==> src/sdf_ray_march_light_sampler_core_assert.svh <==
// Assertion macros used by the light sampler core.
// Needs clk_i and rst_ni in the scope of the module that uses them.
`ifndef SDF_RAY_MARCH_LIGHT_SAMPLER_CORE_ASSERT_SVH
`define SDF_RAY_MARCH_LIGHT_SAMPLER_CORE_ASSERT_SVH

// same-cycle implication
`define SDFRM_ASSERT_NOW(lbl, ante, cons, msg) \
  lbl: assert property (@(posedge clk_i) disable iff (!rst_ni) (ante) |-> (cons)) \
    else $error(msg);

// next-cycle implication
`define SDFRM_ASSERT_NEXT(lbl, ante, cons, msg) \
  lbl: assert property (@(posedge clk_i) disable iff (!rst_ni) (ante) |=> (cons)) \
    else $error(msg);

`endif

==> src/sdfrm_pkg.sv <==
// Package for the light sampler: constants, types, saturation helpers
// and the elaboration-time sine table build. No dependencies.
`timescale 1ns / 1ps
`default_nettype none

package sdfrm_pkg;

  localparam int SAMPLES      = 256;
  localparam int MARCH_STEPS  = 10;
  localparam int TRIG_ENTRIES = 1024;
  localparam int TRIG_BITS    = $clog2(TRIG_ENTRIES);
  localparam int STEP_W       = $clog2(MARCH_STEPS + 1);

  localparam int Q_W     = 20;
  localparam int T_W     = 22;
  localparam int SQ_W    = 42;
  localparam int ROOT_W  = 21;
  localparam int REM_W   = 24;
  localparam int CELLS   = ROOT_W;
  localparam int CNT_W   = 11;
  localparam int CFG_W   = 20;
  localparam int CFG_IDX_W = 3;

  localparam logic [CNT_W-1:0] COUNT_MAX = 11'd2047;
  localparam longint unsigned HALF_PI_Q30 = 64'd1686629713;

  localparam logic [CFG_IDX_W-1:0] CFG_CENTER_X  = 3'd0;
  localparam logic [CFG_IDX_W-1:0] CFG_CENTER_Y  = 3'd1;
  localparam logic [CFG_IDX_W-1:0] CFG_RADIUS    = 3'd2;
  localparam logic [CFG_IDX_W-1:0] CFG_SCALE     = 3'd3;
  localparam logic [CFG_IDX_W-1:0] CFG_LIMIT     = 3'd4;
  localparam logic [CFG_IDX_W-1:0] CFG_THRESHOLD = 3'd5;

  typedef enum logic [3:0] {
    ST_IDLE,
    ST_COS,
    ST_SIN,
    ST_ORG,
    ST_CHECK,
    ST_MUL,
    ST_POS,
    ST_SQ,
    ST_SUM,
    ST_WAIT,
    ST_DONE
  } state_e;

  // one square-root digit stage
  typedef struct packed {
    logic              valid;
    logic [SQ_W-1:0]   rad;
    logic [REM_W-1:0]  rem;
    logic [ROOT_W-1:0] root;
  } sq_t;

  typedef logic signed [15:0] trig_tab_t [TRIG_ENTRIES];

  function automatic logic signed [Q_W-1:0] sat_q(input logic signed [Q_W+2:0] v);
    logic signed [Q_W-1:0] r;
    if (v > 23'sd524287) r = 20'sd524287;
    else if (v < -23'sd524288) r = -20'sd524288;
    else r = v[Q_W-1:0];
    return r;
  endfunction

  function automatic logic signed [Q_W-1:0] sat_u(input logic [28:0] v);
    logic signed [Q_W-1:0] r;
    if (v > 29'd524287) r = 20'sd524287;
    else r = v[Q_W-1:0];
    return r;
  endfunction

  // quarter-turn sine, Taylor series to degree 11 in Q30, rounded to Q14
  function automatic logic [15:0] quarter_sine(input logic [14:0] u);
    longint unsigned x;
    longint unsigned x2;
    longint unsigned term;
    longint          acc;
    x    = (longint'(u) * HALF_PI_Q30) / 16384;
    x2   = (x * x) >> 30;
    term = ((x * x2) >> 30) / 6;
    acc  = longint'(x) - longint'(term);
    term = ((term * x2) >> 30) / 20;
    acc  = acc + longint'(term);
    term = ((term * x2) >> 30) / 42;
    acc  = acc - longint'(term);
    term = ((term * x2) >> 30) / 72;
    acc  = acc + longint'(term);
    term = ((term * x2) >> 30) / 110;
    acc  = acc - longint'(term);
    if (acc < 0) acc = 0;
    acc = (acc + 32768) >>> 16;
    if (acc > 16384) acc = 16384;
    return acc[15:0];
  endfunction

  function automatic logic signed [15:0] full_sine(input logic [15:0] a);
    logic [15:0] s;
    if (a[14]) s = quarter_sine(15'd16384 - {1'b0, a[13:0]});
    else s = quarter_sine({1'b0, a[13:0]});
    return a[15] ? -$signed(s) : $signed(s);
  endfunction

  function automatic trig_tab_t build_trig_table();
    trig_tab_t tab;
    logic [15:0] a;
    for (int k = 0; k < TRIG_ENTRIES; k++) begin
      a = 16'(k << (16 - TRIG_BITS));
      tab[k] = full_sine(a);
    end
    return tab;
  endfunction

endpackage

`default_nettype wire

==> src/sdfrm_sqrt_cell.sv <==
// One digit stage of the integer square root chain.
// Depends on sdfrm_pkg (sq_t).
`timescale 1ns / 1ps
`default_nettype none

module sdfrm_sqrt_cell (
  input  wire logic           clk_i,
  input  wire logic           rst_ni,
  input  wire sdfrm_pkg::sq_t prev_i,
  output sdfrm_pkg::sq_t      next_o
);

  logic [sdfrm_pkg::REM_W-1:0] cur;
  logic [sdfrm_pkg::REM_W-1:0] trial;
  logic                        ge;
  logic                        valid_q;
  logic [sdfrm_pkg::SQ_W-1:0]  rad_q;
  logic [sdfrm_pkg::REM_W-1:0] rem_q;
  logic [sdfrm_pkg::ROOT_W-1:0] root_q;

  // bring down the next two radicand bits, try root*4+1
  assign cur   = {prev_i.rem[sdfrm_pkg::REM_W-3:0], prev_i.rad[sdfrm_pkg::SQ_W-1 -: 2]};
  assign trial = {1'b0, prev_i.root, 2'b01};
  assign ge    = cur >= trial;

  always_ff @(posedge clk_i or negedge rst_ni) begin
    if (!rst_ni) begin
      valid_q <= 1'b0;
    end else begin
      valid_q <= prev_i.valid;
    end
  end

  always_ff @(posedge clk_i) begin
    rad_q  <= {prev_i.rad[sdfrm_pkg::SQ_W-3:0], 2'b00};
    rem_q  <= ge ? cur - trial : cur;
    root_q <= {prev_i.root[sdfrm_pkg::ROOT_W-2:0], ge};
  end

  assign next_o = '{valid: valid_q, rad: rad_q, rem: rem_q, root: root_q};

endmodule

`default_nettype wire

==> src/sdfrm_sqrt_chain.sv <==
// Row of square-root digit cells, one result bit per cell per cycle.
// Depends on sdfrm_pkg and sdfrm_sqrt_cell.
`timescale 1ns / 1ps
`default_nettype none

module sdfrm_sqrt_chain (
  input  wire logic           clk_i,
  input  wire logic           rst_ni,
  input  wire sdfrm_pkg::sq_t head_i,
  output sdfrm_pkg::sq_t      tail_o
);

  sdfrm_pkg::sq_t link [sdfrm_pkg::CELLS+1];

  assign link[0] = head_i;

  for (genvar g = 0; g < sdfrm_pkg::CELLS; g++) begin : g_cell
    sdfrm_sqrt_cell u_cell (
      .clk_i  (clk_i),
      .rst_ni (rst_ni),
      .prev_i (link[g]),
      .next_o (link[g+1])
    );
  end

  assign tail_o = link[sdfrm_pkg::CELLS];

endmodule

`default_nettype wire

==> config.mk <==
export PLATFORM = sky130hd
export DESIGN_NAME = sdfrm_sqrt_chain
export DESIGN_NICKNAME = d
export VERILOG_FILES = /design/src/sdf_ray_march_light_sampler_core_assert.svh /design/src/sdfrm_pkg.sv /design/src/sdfrm_sqrt_cell.sv /design/src/sdfrm_sqrt_chain.sv
export SDC_FILE = /design/constraint.sdc
export NUM_CORES = 2
export LEC_CHECK = 0
export ABC_AREA = 1
export ABC_CLOCK_PERIOD_IN_PS = 2000
export BUFFER_PORTS_ARGS = -buffer_cell sky130_fd_sc_hd__buf_4
export CAP_MARGIN = 10
export CORE_MARGIN = 2
export CORE_UTILIZATION = 25
export CTS_BUF_LIST = sky130_fd_sc_hd__clkbuf_8
export DETAILED_ROUTE_END_ITERATION = 8
export PLACE_DENSITY = 0.46
export SLEW_MARGIN = 10
export SYNTH_ARGS = -nofsm -noshare
export SYNTH_HDL_FRONTEND = slang
export SYNTH_HIERARCHICAL = 1
export SYNTH_SLANG_ARGS = --single-unit
==> constraint.sdc <==
create_clock -name clk_i -period 2 [get_ports clk_i]
set_input_delay 0.4 -clock clk_i [delete_from_list [all_inputs] [get_ports clk_i]]
set_output_delay 0.4 -clock clk_i [all_outputs]
set_load 0.02 [all_outputs]
==> reports/metrics.sh <==
STATUS='finished with violations'
FAILED_CHECKS='negative setup slack'
SYNTHESIS.INSTANCES=11000
AVGVIACOUNTPERCELL=3.94
HPWL_MM=182
P_LEAK_nW=58.3
CRITICAL_PATH.REG2REG.ENDPOINT='g_cell[8].u_cell/root_q[0]'
SLEW_HEADROOM=0.403
NETS=13400
FP.DIEW_UM=567
WORST_SLEW_PIN_SLEW_PS=893
GRT_ANTENNA_BEFORE_REPAIR=10
CRIT_FANOUT=7
SYN_AVG_CELL_AREA_UM2=7.23
CRIT_CHAIN='inv_2, ha_4, nand2_2, nand2_2, nand2_2, nand2_2, nand2_2, nand2_2, nand2_2, nand4_4, buf_12, buf_16, buf_6'
WORST_SETUP_EP='g_cell[8].u_cell/root_q[0]'
DRIVE_GT1_FRAC=0.296
DESIGN_POWER_mW=206
CLOCK-SINKS=1766
PORT_BUFFERS=173
MIN_PERIOD_PS=2020
PLACED_CELLS_INCL_TAPS=16400
CRITICAL_PATH.STARTPOINT='g_cell[7].u_cell/root_q[7]'
REQUIRED_PS=2880
HOLD_PATH_STARTPOINT='head_i[5]'
HOLD_PATH_CLASS='in -> reg'
FINAL-SEQ-AREA_UM2=36100
POST_LAYOUT_NONFILLER_INSTANCES=17300
CRITPATHCAPTURETYPE='register'
WORST-SETUP-PATH-TYPE='reg -> reg'
CRITICAL_PATH_ARRIVAL_PS=2900
HOLD_SLACK_PS=132
DIE_AREA_UM2=322000
FP.COREAREA_UM2=315000
CLOCK_TREE_FROM_TRITONCTS='done'
DETAIL_ROUTE.WL_PER_CELL_UM=13.7
MAX_VDD_DROP_mV=0.818
SETUP_WS_PS=-19.8
FIRST_ITER_VIOLATIONS=3332
FINAL_DESIGN_AREA_NO_FILL_UM2=111000
IOPINCOUNT=178
CLOCK_INSERTION_DELAY_WORST_SKEW_PS=1060
POSTROUTEWIRELENGTH_MM=236
DRT_PASS1_ITERATIONS=6
REG2REGPATHDEPTH=13
REPORT.FINAL.SETUP_VIOL=4
GLOBAL_ROUTE_WIRE_LENGTH_BEFORE_REPAIR_MM=353
FLOORPLAN.INITIALDENSITY=0.251
VIAS=68000
DIEHEIGHT_UM=567
LAYOUT-AREA-OVERHEAD-VS-SYNTH_PCT=40.6
TIMING.MAX_CAP.VIOLATIONS=0
ROOT_BUFFER='sky130_fd_sc_hd__clkbuf_8'
FILLER_CELL_COUNT=33400
CRIT_TOP_CELL='sky130_fd_sc_hd__nand2_2'
FINALCOREUTILIZATION=0.354
DRTANTENNAVIOLNETS=0
HOLD_VIOL_FINAL=0
STARTPOINT_OF_THE_MOST_CRITICAL_REGISTER_TO_REGISTER_PATH='g_cell[7].u_cell/root_q[7]'
SYNTH_AREA_UM2=79300
MULTI_INPUT_AREA_UM2=40000
DETAILED_PLACE.AREA_UM2=93800
GRT_PASS1_VIAS=65200
NUM_ROWS=206
FINAL_MAX_SLEW_VIOL_COUNT=0
CPPEAKSTAGEDELAY_PS=330
TRITONCTS.NUM_BUFFERS=317
CRIT_PATH_START_KIND='register'
UNREPAIRED_SETUP_ENDPOINTS_AFTER_GLOBAL_ROUTING='true'
MIN_PERIOD_OVER_PERIOD=1.01
FMAX_MHz=495
SYNTHESIS_WARNING_TOTAL=6
PWR_DENSITY_CELL_nW_PER_UM2=1850
RRSETUPSLACK_PS=-20
PIN_COUNT_OF_THE_BIGGEST_NET_ENTERING_GLOBAL_ROUTING=25
DRC=0
GRT.TOTAL_USAGE=0.139
FINAL.SETUP_SKEW_PS=91.8
TIMING.CRITICAL_PATH.SLOWEST_STAGE_CELL='sky130_fd_sc_hd__dfxtp_2'
GLOBALPLACE.CONGESTION=0.856
CTS.HTREE.LEVELS=5
CTSLONGESTPATHBUFFERS=4
GLOBAL_ROUTE.OVERFLOW_TOTAL=0
CLKTRANSATPATHREGS_PS=60
critical path, delay by kind of cell, from the launching register on:
family	cells	cell delay, ps
buffers and inverters	4	520
DFF	1	330
and+or+nand+nor	8	720
adders and majority gates	1	240
cells in the final DEF, fill, tap and decap left out, types with 44 or more instances in the layout:
cell and n:
sky130_fd_sc_hd__nor2_2 114, sky130_fd_sc_hd__nor2_4 74, sky130_fd_sc_hd__dlygate4sd3_1 135, sky130_fd_sc_hd__nand3b_1 63
sky130_fd_sc_hd__a21oi_1 108, sky130_fd_sc_hd__inv_2 131, sky130_fd_sc_hd__nand2_2 521, sky130_fd_sc_hd__nor2_1 488
sky130_fd_sc_hd__nand3_1 583, sky130_fd_sc_hd__ha_1 165, sky130_fd_sc_hd__dfxtp_1 1333, sky130_fd_sc_hd__buf_12 48
sky130_fd_sc_hd__nand2_4 66, sky130_fd_sc_hd__nand2_1 3735, sky130_fd_sc_hd__buf_6 108, sky130_fd_sc_hd__nand3_2 49
sky130_fd_sc_hd__dfxtp_2 372, sky130_fd_sc_hd__buf_4 1375, sky130_fd_sc_hd__xor2_1 188, sky130_fd_sc_hd__nand4_1 107
sky130_fd_sc_hd__ha_4 311, sky130_fd_sc_hd__clkinv_2 44, sky130_fd_sc_hd__inv_1 2152, sky130_fd_sc_hd__clkbuf_8 376
timing repair:
| item | 4_1_cts | 5_1_grt |
|---|---|---|
| pin swaps | 34 | 288 |
| gates cloned | 8 | 37 |
| hold buffers | 136 | 0 |
| setup buffers | 25 | 123 |
| gates resized for setup | 398 | 1336 |
| endpoints found under the setup margin | 428 | 463 |
| endpoints found under the hold margin | 105 | 0 |
power breakdown:
group / internal [mW] / switching, mW
combinational: 53.3 / 64.2
sequential: 44.6 / 7.86
clock: 20.6 / 15.6
total: 119 / 87.6
final cells by class:
cell class / count / area share
multi-input cells: 6834 / 0.359
flip-flops and latches: 1766 / 0.324
repair buffers: 1700 / 0.131
inverters: 2232 / 0.0768
well taps: 4160 / 0.0467
clock buffers: 376 / 0.0464
clock inverters: 185 / 0.0151
repair inverters: 15 / 0.00139
diodes: 3 / 0.0000674
layer usage:
layer,wire length (um),GRT usage,share of wire,up-vias
li1,-,-,-,36400
met1,110000,0.180,0.47,30000
met2,109000,0.233,0.46,1123
met3,9860,0.0215,0.042,405
met4,7100,0.0468,0.030,14
met5,98,0,0.00042,-
sequential cells by signal, summed over array words and instances, names as in the netlist:
register               flops
g_cell.u_cell/rem_q      464
g_cell.u_cell/root_q     441
g_cell.u_cell/valid_q     21
g_cell.u_cell/rad_q      840
how the worst min path moves through the flow:
| stage | depth (start not counted) | slack (ps) | end |
|---|---|---|---|
| after floorplan | 0 | 100 | g_cell[0].u_cell/valid_q |
| final | 7 | 130 | g_cell[0].u_cell/rem_q[7] |
| after detailed placement | 1 | 290 | g_cell[19].u_cell/valid_q |
| after CTS | 7 | 3 | g_cell[0].u_cell/rem_q[7] |
| after global placement | 1 | 290 | g_cell[20].u_cell/valid_q |
| after global routing | 9 | 70 | g_cell[0].u_cell/rem_q[6] |
through the flow:
step	TNS [ps]	setup WS, ps
after floorplan	0	209
after CTS	-2280	-79.5
after global routing	-2880	-93.3
after global placement	-23380	-672
final	-44.3	-19.8
after detailed placement	-23870	-648
Power figures use the tool's default switching activity.
